===== src/soft_shadow_over_gradient_macros.svh =====
// ----------------------------------------------------------------------------
// soft_shadow_over_gradient assertion macros
// shared concurrent assertion forms for the shadow block
// ----------------------------------------------------------------------------
`ifndef SOFT_SHADOW_OVER_GRADIENT_MACROS_SVH
`define SOFT_SHADOW_OVER_GRADIENT_MACROS_SVH

// same-cycle implication
`define SSOG_ASSERT_IMP(lbl, ck, rstn, ante, cons, msg) \
	lbl: assert property (@(posedge ck) disable iff (!rstn) (ante) |-> (cons)) \
		else $error(msg);

// next-cycle implication
`define SSOG_ASSERT_NXT(lbl, ck, rstn, ante, cons, msg) \
	lbl: assert property (@(posedge ck) disable iff (!rstn) (ante) |=> (cons)) \
		else $error(msg);

`endif


===== src/ssog_pkg.sv =====
// ----------------------------------------------------------------------------
// ssog_pkg
// constants, register codes and small helpers of the shadow-over-gradient block
// ----------------------------------------------------------------------------
package ssog_pkg;

	typedef enum logic [2:0] {
		REG_BASE_COLOUR  = 3'd0,
		REG_PANEL_HEIGHT = 3'd1,
		REG_COVER_LEFT   = 3'd2,
		REG_COVER_TOP    = 3'd3,
		REG_COVER_WIDTH  = 3'd4,
		REG_COVER_HEIGHT = 3'd5
	} cfg_reg_t;

	localparam int CFG_DATA_WIDTH = 24;
	localparam int CFG_IDX_WIDTH  = 3;
	localparam int CHAN_WIDTH     = 8;
	localparam int NUM_CHAN       = 3;

	localparam logic [23:0] BASE_COLOUR_RST = 24'h404040;

	localparam int RAMP_HALF  = 3;
	localparam int OFF_X      = 6;
	localparam int OFF_Y      = 8;
	localparam int PEAK_ALPHA = 147;
	localparam int CHAN_MAX   = 255;

	// m*255/6 for m in 1..5
	function automatic logic [7:0] ramp_lut(input logic [2:0] m);
		logic [7:0] r;
		case (m)
			3'd1: r = 8'd42;
			3'd2: r = 8'd85;
			3'd3: r = 8'd127;
			3'd4: r = 8'd170;
			3'd5: r = 8'd212;
			default: r = 8'd0;
		endcase
		return r;
	endfunction

	// exact x/255 for x up to 255*255
	function automatic logic [7:0] div255(input logic [15:0] x);
		logic [16:0] s;
		s = {1'b0, x} + 17'(x[15:8]) + 17'd1;
		return s[15:8];
	endfunction

endpackage


===== src/ssog_div.sv =====
// ----------------------------------------------------------------------------
// ssog_div
// four-stage restoring divider, two quotient bits per stage, 8-bit quotient
// ----------------------------------------------------------------------------
module ssog_div #(
	parameter int COORD_WIDTH = 12
) (
	input  logic                     clk,
	input  logic [3:0]               en,
	input  logic [COORD_WIDTH+7:0]   dividend,
	input  logic [COORD_WIDTH-1:0]   divisor,
	output logic [7:0]               quotient
);

	localparam int CW = COORD_WIDTH;
	localparam int DW = COORD_WIDTH + 8;

	function automatic logic [DW:0] div_step(input logic [DW-1:0] r, input logic [CW-1:0] d,
		input int unsigned k);
		logic [DW-1:0] ds;
		ds = DW'(d) << k;
		if (r >= ds) begin
			return {1'b1, r - ds};
		end else begin
			return {1'b0, r};
		end
	endfunction

	logic [DW:0]   t1a, t1b, t2a, t2b, t3a, t3b, t4a, t4b;
	logic [DW-1:0] rem_s1, rem_s2, rem_s3;
	logic [CW-1:0] den_s1, den_s2, den_s3;
	logic [1:0]    quo_s1;
	logic [3:0]    quo_s2;
	logic [5:0]    quo_s3;
	logic [7:0]    quo_s4;

	always_comb begin
		t1a = div_step(dividend, divisor, 7);
		t1b = div_step(t1a[DW-1:0], divisor, 6);
		t2a = div_step(rem_s1, den_s1, 5);
		t2b = div_step(t2a[DW-1:0], den_s1, 4);
		t3a = div_step(rem_s2, den_s2, 3);
		t3b = div_step(t3a[DW-1:0], den_s2, 2);
		t4a = div_step(rem_s3, den_s3, 1);
		t4b = div_step(t4a[DW-1:0], den_s3, 0);
	end

	always_ff @(posedge clk) begin
		if (en[0]) begin
			rem_s1 <= t1b[DW-1:0];
			den_s1 <= divisor;
			quo_s1 <= {t1a[DW], t1b[DW]};
		end
		if (en[1]) begin
			rem_s2 <= t2b[DW-1:0];
			den_s2 <= den_s1;
			quo_s2 <= {quo_s1, t2a[DW], t2b[DW]};
		end
		if (en[2]) begin
			rem_s3 <= t3b[DW-1:0];
			den_s3 <= den_s2;
			quo_s3 <= {quo_s2, t3a[DW], t3b[DW]};
		end
		if (en[3]) begin
			quo_s4 <= {quo_s3, t4a[DW], t4b[DW]};
		end
	end

	assign quotient = quo_s4;

endmodule


===== src/soft_shadow_over_gradient.sv =====
// ----------------------------------------------------------------------------
// soft_shadow_over_gradient
// pixel colour of a vertical gradient panel darkened by a soft drop shadow
//
//   channel  direction  handshake                  payload
//   in       sink       in_valid / in_ready        pixel_x, pixel_y
//   out      source     out_valid / out_ready      pixel_rgb, shadow_alpha
//   cfg      sink       cfg_wr_en                  cfg_index, cfg_wdata
//
// nine register stages, one pixel per clock unless out_ready stalls, result valid out of stage nine
// the gradient divide by (height - 1) sets the depth: four divider stages
// a stage holds only while it is full and the one after it holds, so bubbles are squeezed out
// asynchronous reset clears the valid bits and loads the register defaults
// ----------------------------------------------------------------------------
`include "soft_shadow_over_gradient_macros.svh"

module soft_shadow_over_gradient #(
	parameter int COORD_WIDTH = 12
) (
	input  logic                                   clk,
	input  logic                                   arst_n,
	input  logic                                   in_valid,
	output logic                                   in_ready,
	input  logic [COORD_WIDTH-1:0]                 pixel_x,
	input  logic [COORD_WIDTH-1:0]                 pixel_y,
	output logic                                   out_valid,
	input  logic                                   out_ready,
	output logic [23:0]                            pixel_rgb,
	output logic [7:0]                             shadow_alpha,
	input  logic                                   cfg_wr_en,
	input  logic [ssog_pkg::CFG_IDX_WIDTH-1:0]     cfg_index,
	input  logic [ssog_pkg::CFG_DATA_WIDTH-1:0]    cfg_wdata
);

	localparam int CW = COORD_WIDTH;
	localparam int SW = COORD_WIDTH + 3;
	localparam int DW = COORD_WIDTH + 8;
	localparam int NS = 9;

	localparam logic signed [SW-1:0] M_HALF = SW'(ssog_pkg::RAMP_HALF);
	localparam logic signed [SW-1:0] M_FULL = SW'(2 * ssog_pkg::RAMP_HALF);

	function automatic logic [7:0] ramp(input logic signed [SW-1:0] a,
		input logic signed [SW-1:0] b);
		logic signed [SW-1:0] m;
		m = ((a < b) ? a : b) + M_HALF;
		if (m <= 0) begin
			return 8'd0;
		end else if (m >= M_FULL) begin
			return 8'(ssog_pkg::CHAN_MAX);
		end else begin
			return ssog_pkg::ramp_lut(m[2:0]);
		end
	endfunction

	// configuration
	logic [23:0]   base_colour_q;
	logic [CW-1:0] panel_height_q;
	logic [CW-1:0] cover_left_q;
	logic [CW-1:0] cover_top_q;
	logic [CW-1:0] cover_width_q;
	logic [CW-1:0] cover_height_q;

	always_ff @(posedge clk or negedge arst_n) begin
		if (!arst_n) begin
			base_colour_q  <= ssog_pkg::BASE_COLOUR_RST;
			panel_height_q <= CW'(1);
			cover_left_q   <= '0;
			cover_top_q    <= '0;
			cover_width_q  <= '0;
			cover_height_q <= '0;
		end else if (cfg_wr_en) begin
			case (ssog_pkg::cfg_reg_t'(cfg_index))
				ssog_pkg::REG_BASE_COLOUR:  base_colour_q  <= cfg_wdata[23:0];
				ssog_pkg::REG_PANEL_HEIGHT: panel_height_q <= cfg_wdata[CW-1:0];
				ssog_pkg::REG_COVER_LEFT:   cover_left_q   <= cfg_wdata[CW-1:0];
				ssog_pkg::REG_COVER_TOP:    cover_top_q    <= cfg_wdata[CW-1:0];
				ssog_pkg::REG_COVER_WIDTH:  cover_width_q  <= cfg_wdata[CW-1:0];
				ssog_pkg::REG_COVER_HEIGHT: cover_height_q <= cfg_wdata[CW-1:0];
				default: ;
			endcase
		end
	end

	// shadow rectangle bounds
	logic signed [SW-1:0] sx_lo_q, sx_hi_q, sy_lo_q, sy_hi_q;
	logic                 shadow_en_q;

	always_ff @(posedge clk or negedge arst_n) begin
		if (!arst_n) begin
			shadow_en_q <= 1'b0;
		end else begin
			shadow_en_q <= (|cover_width_q) & (|cover_height_q);
		end
	end

	always_ff @(posedge clk) begin
		sx_lo_q <= SW'(cover_left_q) + SW'(ssog_pkg::OFF_X);
		sx_hi_q <= SW'(cover_left_q) + SW'(cover_width_q) + SW'(ssog_pkg::OFF_X - 1);
		sy_lo_q <= SW'(cover_top_q) + SW'(ssog_pkg::OFF_Y);
		sy_hi_q <= SW'(cover_top_q) + SW'(cover_height_q) + SW'(ssog_pkg::OFF_Y - 1);
	end

	// pipeline flow control
	logic [NS:1] vld_q;
	logic [NS:1] en;

	always_comb begin
		en[NS] = ~vld_q[NS] | out_ready;
		for (int k = NS - 1; k >= 1; k--) begin
			en[k] = ~vld_q[k] | en[k+1];
		end
	end

	always_ff @(posedge clk or negedge arst_n) begin
		if (!arst_n) begin
			vld_q <= '0;
		end else begin
			if (en[1]) begin
				vld_q[1] <= in_valid;
			end
			for (int k = 2; k <= NS; k++) begin
				if (en[k]) begin
					vld_q[k] <= vld_q[k-1];
				end
			end
		end
	end

	assign in_ready  = en[1];
	assign out_valid = vld_q[NS];

	// stage 1: row clamp
	logic [CW-1:0] hm1;
	logic [CW-1:0] px_s1, py_s1, hm1_s1;

	assign hm1 = (panel_height_q == '0) ? '0 : panel_height_q - CW'(1);

	always_ff @(posedge clk) begin
		if (en[1]) begin
			px_s1  <= pixel_x;
			py_s1  <= (pixel_y > hm1) ? hm1 : pixel_y;
			hm1_s1 <= hm1;
		end
	end

	// stage 2: gradient fraction, edge distances
	logic [CW-1:0]        f_s2, n_s2;
	logic signed [SW-1:0] ax_s2, bx_s2, ay_s2, by_s2;

	always_ff @(posedge clk) begin
		if (en[2]) begin
			f_s2  <= (hm1_s1 == '0) ? CW'(1) : hm1_s1 - py_s1;
			n_s2  <= (hm1_s1 == '0) ? CW'(1) : hm1_s1;
			ax_s2 <= SW'(px_s1) - sx_lo_q;
			bx_s2 <= sx_hi_q - SW'(px_s1);
			ay_s2 <= SW'(py_s1) - sy_lo_q;
			by_s2 <= sy_hi_q - SW'(py_s1);
		end
	end

	// stage 3: channel products, ramps
	logic [DW-1:0] prod_s3 [ssog_pkg::NUM_CHAN];
	logic [CW-1:0] n_s3;
	logic [7:0]    rx_s3, ry_s3;

	always_ff @(posedge clk) begin
		if (en[3]) begin
			for (int i = 0; i < ssog_pkg::NUM_CHAN; i++) begin
				prod_s3[i] <= DW'(base_colour_q[8*i +: 8]) * DW'(f_s2);
			end
			n_s3  <= n_s2;
			rx_s3 <= shadow_en_q ? ramp(ax_s2, bx_s2) : 8'd0;
			ry_s3 <= shadow_en_q ? ramp(ay_s2, by_s2) : 8'd0;
		end
	end

	// stages 4 to 7: gradient divide
	logic [7:0] quo [ssog_pkg::NUM_CHAN];

	for (genvar i = 0; i < ssog_pkg::NUM_CHAN; i++) begin : g_div
		ssog_div #(
			.COORD_WIDTH(COORD_WIDTH)
		) u_div (
			.clk      (clk),
			.en       (en[7:4]),
			.dividend (prod_s3[i]),
			.divisor  (n_s3),
			.quotient (quo[i])
		);
	end

	// stages 4 to 7: opacity
	logic [7:0]  u_s4, ry_s4, alpha_s6, alpha_s7;
	logic [15:0] v_s5;

	always_ff @(posedge clk) begin
		if (en[4]) begin
			u_s4  <= ssog_pkg::div255(16'(ssog_pkg::PEAK_ALPHA) * 16'(rx_s3));
			ry_s4 <= ry_s3;
		end
		if (en[5]) begin
			v_s5 <= 16'(u_s4) * 16'(ry_s4);
		end
		if (en[6]) begin
			alpha_s6 <= ssog_pkg::div255(v_s5);
		end
		if (en[7]) begin
			alpha_s7 <= alpha_s6;
		end
	end

	// stages 8 and 9: darken
	logic [15:0] mul_s8 [ssog_pkg::NUM_CHAN];
	logic [7:0]  rgb_s9 [ssog_pkg::NUM_CHAN];
	logic [7:0]  alpha_s8, alpha_s9;

	always_ff @(posedge clk) begin
		if (en[8]) begin
			for (int i = 0; i < ssog_pkg::NUM_CHAN; i++) begin
				mul_s8[i] <= 16'(quo[i]) * 16'(8'(ssog_pkg::CHAN_MAX) - alpha_s7);
			end
			alpha_s8 <= alpha_s7;
		end
		if (en[9]) begin
			for (int i = 0; i < ssog_pkg::NUM_CHAN; i++) begin
				rgb_s9[i] <= ssog_pkg::div255(mul_s8[i]);
			end
			alpha_s9 <= alpha_s8;
		end
	end

	assign pixel_rgb    = {rgb_s9[2], rgb_s9[1], rgb_s9[0]};
	assign shadow_alpha = alpha_s9;

	`SSOG_ASSERT_IMP(a_alpha_peak, clk, arst_n, out_valid,
		shadow_alpha <= 8'(ssog_pkg::PEAK_ALPHA), "shadow opacity above peak")
	`SSOG_ASSERT_NXT(a_in_enters, clk, arst_n, in_valid && in_ready,
		vld_q[1], "accepted request not in first stage")
	`SSOG_ASSERT_NXT(a_out_holds, clk, arst_n, out_valid && !out_ready,
		out_valid, "stalled result dropped")
	`SSOG_ASSERT_IMP(a_full_stall, clk, arst_n, !in_ready,
		&vld_q, "input stalled with a free stage")

endmodule

===== config.mk =====
export PLATFORM = sky130hd
export DESIGN_NAME = soft_shadow_over_gradient
export DESIGN_NICKNAME = d
export VERILOG_FILES = /design/src/ssog_pkg.sv /design/src/ssog_div.sv /design/src/soft_shadow_over_gradient.sv
export VERILOG_INCLUDE_DIRS = /design/src /design/src/src
export SDC_FILE = /design/constraint.sdc
export NUM_CORES = 2
export LEC_CHECK = 0
export ABC_CLOCK_PERIOD_IN_PS = 13000
export BUFFER_PORTS_ARGS = -buffer_cell sky130_fd_sc_hd__buf_4
export CAP_MARGIN = 10
export CORE_MARGIN = 2
export CORE_UTILIZATION = 35
export CTS_BUF_LIST = sky130_fd_sc_hd__clkbuf_4 sky130_fd_sc_hd__clkbuf_8
export DETAILED_ROUTE_END_ITERATION = 7
export GPL_TIMING_DRIVEN = 0
export HOLD_SLACK_MARGIN = 0.08
export REMOVE_ABC_BUFFERS = 1
export SLEW_MARGIN = 0
export SYNTH_ARGS = -nofsm -noshare
export SYNTH_HDL_FRONTEND = slang
export SYNTH_HIERARCHICAL = 1
export SYNTH_SLANG_ARGS = --single-unit

===== constraint.sdc =====
create_clock -name clk -period 13 [get_ports clk]
set_clock_uncertainty 0.15 [all_clocks]
set_input_delay 1.3 -clock clk [delete_from_list [all_inputs] [get_ports clk]]
set_output_delay 1.3 -clock clk [all_outputs]
set_load 0.01 [all_outputs]

# == Word level (Yosys, flattened, before mapping) ==
# Memories as Yosys holds them, arrays and structs flattened.
# Index checks and enable logic that the tools add are counted.
# op_classes
n_addsub,49
multipliers,8
div,0
n_lt_le_gt_ge,31
n_eq_ne,15
shifts,0
mux,38
bitwise,20
n_reduce_logical,13
# op_table
op,n
$mux W21,24
$add A16 B1 Y16 const B,5
$add A16 B8 Y16,5
$pmux W8 S5,2
$ge A20 B12 Y1,3
$ge A20 B13 Y1,3
$ge A20 B14 Y1,3
$ge A20 B15 Y1,3
$ge A20 B16 Y1,3
$ge A20 B17 Y1,3
$ge A20 B18 Y1,3
$ge A20 B19 Y1,3
$mul A8 B12 Y20,3
$sub A20 B12 Y20,3
$sub A20 B13 Y20,3
$sub A20 B14 Y20,3
$sub A20 B15 Y20,3
$sub A20 B16 Y20,3
$sub A20 B17 Y20,3
$sub A20 B18 Y20,3
$sub A20 B19 Y20,3
$mul A8 B16 Y16,2
$add A15 B3 Y15 const B,2
$ge A15 B4 Y1 const B,2
other kinds (30),81
# word_totals
reg_bits,636
latch_bits,0
mem_bits_rw,132
mem_bits_ro,0
inputBits,56
out_inout_bits,34
elab_cells,240
mem_count,3
# memory_table
memory,words,word_bits,rd,rd_ports_with_merged_regs,wr,line_no,source
prod_s3,3,20,3,0,3,soft_shadow_over_gradient.sv:163,logic [DW-1:0] prod_s3 [ssog_pkg::NUM_CHAN];
mul_s8,3,16,3,0,3,soft_shadow_over_gradient.sv:214,logic [15:0] mul_s8 [ssog_pkg::NUM_CHAN];
rgb_s9,3,8,3,0,3,soft_shadow_over_gradient.sv:215,logic [7:0] rgb_s9 [ssog_pkg::NUM_CHAN];

# == Longest topological paths before layout ==
# depth
depth_word,10
depth_mapped,23
depth_no_buf,22

# == Modules after synthesis ==
# Netlist, hierarchy kept.
# modules_own_cells
module,n_inst,cells_per_inst,area_per_inst_um2,seq_area_each_um2
soft_shadow_over_gradient,1,3946,40891.7,13347.8
ssog_div (g_div[0].u_div ...),2,948,9354.0,3483.3
ssog_div (g_div[2].u_div),1,940,9263.9,3483.3

# == Worst setup path after synthesis ==
# Ideal clock, no wire load.
# synth_path
path_kind,input to output
startpoint,input out_ready
endpoint,output in_ready
t_arrival_ns,7.415
required_time_ns,11.550
path_slack_ns,4.135
stages,6
path_buffers,0
cell_sequence,nor2b_1 > nand3_1 > nor2_1 > nand3_1 > nor2_1 > nand3_1
# synth_via
elab_chain_cells,9
# synth_rtl
element,line_no,source
start: declaration,soft_shadow_over_gradient.sv:27,"input logic out_ready,"
$or A1 B1 Y1,soft_shadow_over_gradient.sv:109,en[NS] = ~vld_q[NS] | out_ready;
$or A1 B1 Y1 (2 in a row),soft_shadow_over_gradient.sv:111,en[k] = ~vld_q[k] | en[k+1];
net en (one bit),soft_shadow_over_gradient.sv:106,logic [NS:1] en;
$or A1 B1 Y1 (3 in a row),soft_shadow_over_gradient.sv:111,
net en (one bit),soft_shadow_over_gradient.sv:106,
$or A1 B1 Y1 (3 in a row),soft_shadow_over_gradient.sv:111,
end: declaration,soft_shadow_over_gradient.sv:23,"output logic in_ready,"
# The timed path passes the listed nets, and every way through them passes these cells.

# == Final worst setup path ==
# Ends and elaborated chain as after synthesis.

==> impl_metrics.tcl <==
set metrics [dict create \
    detailedRoute.firstIterationViolations 2534 \
    fin_crit_ns 7.49 \
    final-instance-count-excl-fill 9645 \
    post-synth-top-area-fraction 0.296 \
    post_synth_fa_ha_maj_area_fraction 0.246 \
    drc 0 \
    post-cts-setup-buffers 0 \
    hold-worst-slack_ns 0.227 \
    ys_warn_count 6 \
    finalNetCount 8098 \
    drt.antenna.violating_nets 0 \
    worst_r2r_path_depth 20 \
    num_rows 162 \
    syn-instance-count 6782 \
    post-synth-top-area-cell "sky130_fd_sc_hd__edfxtp_1" \
    ios 90 \
    synth_simple_gate_area_share 0.136 \
    synth_cell_type_count 97 \
    ctsResizeCount 0 \
    r2r_start "n_s3[1]" \
    synth-async-reset-ratio 0.114 \
    synth.avg_cell_area_sq_um 10.2 \
    yosysSeqAreaShare 0.346 \
    cts_tree "done" \
    route.final.wire_length_mm 151 \
    dpl.hpwl_mm 118 \
    worstSetupStartpointType "input port" \
    worstHoldPathType "reg2reg" \
    tritonroute_pass_1_iters 6 \
    outcome "finished clean" \
    report.final.hold_viol_count 0 \
    post_synth_instance_area_sq_um 68900 \
    post_synth_mux_area_share 0.0426 \
    worst-slew-pin-transition_ns 1.26 \
    numPortBuffers 89 \
    rsz0062_at_grt "no" \
    layout_commonest_cell "sky130_fd_sc_hd__inv_1" \
    gr-usage-all-layers 0.152 \
    cp_data_required_time_ns 11.55 \
    hold_path_startpoint "cover_left_q[0]" \
    top_post_synthesis_cells_by_area "sky130_fd_sc_hd__edfxtp_1, sky130_fd_sc_hd__ha_1, sky130_fd_sc_hd__fa_1" \
    die_h_microns 448 \
    rrSetupSlack_ns 5.85 \
    type_of_element_capturing_the_critical_path "primary output" \
    num_vias 47805 \
    post_synthesis_register_bit_count 826 \
    cts_root_buf "sky130_fd_sc_hd__clkbuf_8" \
    final_setup_violation_count 0 \
    area_growth_syn_to_layout_pct 9.93 \
    edff_count_synth 678 \
    fillCellCount 19026 \
    vias_in_the_first_global_route 48783 \
    cts_buffers 148 \
    placed_cells_incl_taps 9375 \
    core_region_area_sq_um 195000 \
    fmax_ghz 0.133 \
    holdPathStages 0 \
    cp_data_arrival_time_ns 6.04 \
    synth_flop_cell "sky130_fd_sc_hd__edfxtp_1" \
    grt_first_pass_wirelength_mm 249 \
    insertion_delay_ns 0.89 \
    grt_max_degree 79 \
    critical_path.max_fanout 67 \
    cts.htree.levels 4 \
    drive_gt1_frac 0.0957 \
    synthXorXnorAreaFrac 0.0500 \
    dieArea_sq_um 200000 \
    maxCapViolations 0 \
    sink_count 826 \
    synth_top_family_by_area "adder cells" \
    slew_violations 0 \
    die_w_microns 448 \
    crit_type "in2out" \
    relSlewSlack 0.163 \
    whs_endpoint "sx_lo_q[0]" \
    timing.final.crit_share 0.576 \
    synth_compound_gate_area_share 0.121 \
    ctsHoldBuffers 1 \
    critPathLaunch "out_ready" \
    cts.clk_slew.worst_paths_ns 0.05 \
    detail_route.wl_per_cell_microns 15.7 \
    gpl.final_weighted_congestion 0.890 \
    floorplan.initialDensity 0.353 \
    cts_buffer_depth 3 \
    instance_area_at_placement_sq_um 72600 \
    r2r-end "g_div[1].u_div/rem_s1[15]" \
    layout.cells.most_common_list "sky130_fd_sc_hd__inv_1, sky130_fd_sc_hd__ha_1, sky130_fd_sc_hd__edfxtp_1, sky130_fd_sc_hd__nor2_1, sky130_fd_sc_hd__nand2_1" \
    antenna_found_initial 3 \
    grt-ovfl-total 0 \
    fin_area_sq_um 75700 \
    routed_via_density 4.96 \
]
cells in the mapped netlist, drive strengths merged, types with 90 or more instances:
| cell type | n |
|---|---|
| nor2b | 184 |
| and2 | 202 |
| nand2 | 400 |
| nor2 | 406 |
| o21ai | 293 |
| dfrtp | 90 |
| edfxtp | 678 |
| xor2 | 97 |
| fa | 359 |
| inv | 931 |
| clkbuf | 108 |
| mux2 | 226 |
| xnor2 | 295 |
| ha | 780 |
| a21o | 125 |
| nand2b | 142 |
| a21oi | 336 |
| nor3 | 120 |
| o21a | 109 |
final cells by class:
cell class	instances	area, sq um	share of cell area
clock buffers	205	2500	0.0331
flip-flops and latches	826	23800	0.314
clock inverters	61	547	0.00722
inverters	931	3500	0.0462
repair buffers	107	970	0.0128
well taps	2624	3280	0.0434
multi-input cells	4889	41100	0.543
diodes	2	5.00	0.0000661
per-layer routing:
metal | GRT usage | part of all wire
met1 | 0.200 | 0.47
met2 | 0.257 | 0.47
met3 | 0.0209 | 0.035
met4 | 0.0513 | 0.029
met5 | 0 | 0.00013
worst max-delay path by stage:
stage,endpoint,slack [ns],cells past startpoint
2_1_floorplan,in_ready,4.13,6
3_3_place_gp,in_ready,-0.04,8
3_5_place_dp,in_ready,5.33,10
4_1_cts,in_ready,5.32,9
5_1_grt,in_ready,5.00,10
6_report,in_ready,5.51,10
state kept, by name, summed over array words and instances (netlist names), 15 cells and up:
register / cells
g_div.u_div/den_s2: 36
g_div.u_div/rem_s3: 60
g_div.u_div/rem_s2: 60
by_s2: 15
rgb_s9: 24
bx_s2: 15
g_div.u_div/den_s1: 36
mul_s8: 48
prod_s3: 60
v_s5: 16
g_div.u_div/quo_s3: 18
g_div.u_div/quotient: 24
g_div.u_div/rem_s1: 60
base_colour_q: 24
g_div.u_div/den_s3: 36
stage by stage:
stage               TNS, ns  utilization  setup slack (ns)
floorplan                 0            -              4.13
finish                    0        0.388              5.51
global placement    -0.0378        0.370           -0.0378
CTS                       0        0.388              5.32
detailed placement        0        0.372              5.33
global route              0        0.388              5.00
worst max-delay path, cell delays in order:
cell,delay [ns]
sky130_fd_sc_hd__buf_4,0.11
sky130_fd_sc_hd__nor2b_1,0.34
sky130_fd_sc_hd__nand3_2,0.74
sky130_fd_sc_hd__nor2_1,0.91
sky130_fd_sc_hd__nand3_4,0.74
sky130_fd_sc_hd__buf_16,0.50
sky130_fd_sc_hd__nor2_1,0.42
sky130_fd_sc_hd__nand3_2,0.42
sky130_fd_sc_hd__buf_12,0.33
sky130_fd_sc_hd__buf_4,0.16
cell families (layout without fill, tap and decap cells):
kind of cell             Yosys count  after routing
AND/OR/NAND/NOR                 1828           1828
AO/OA/AOI/OAI                   1271           1271
adder cells (fa/ha/maj)         1139           1139
buffers and inverters           1067           1304
flip-flops                       826            826
XOR/XNOR                         392            392
multiplexers                     259            259
other                              0              2
Power is left out: the tool's default activity adds up to more than one toggle a clock period on the data nets, which glitch-free logic cannot reach.
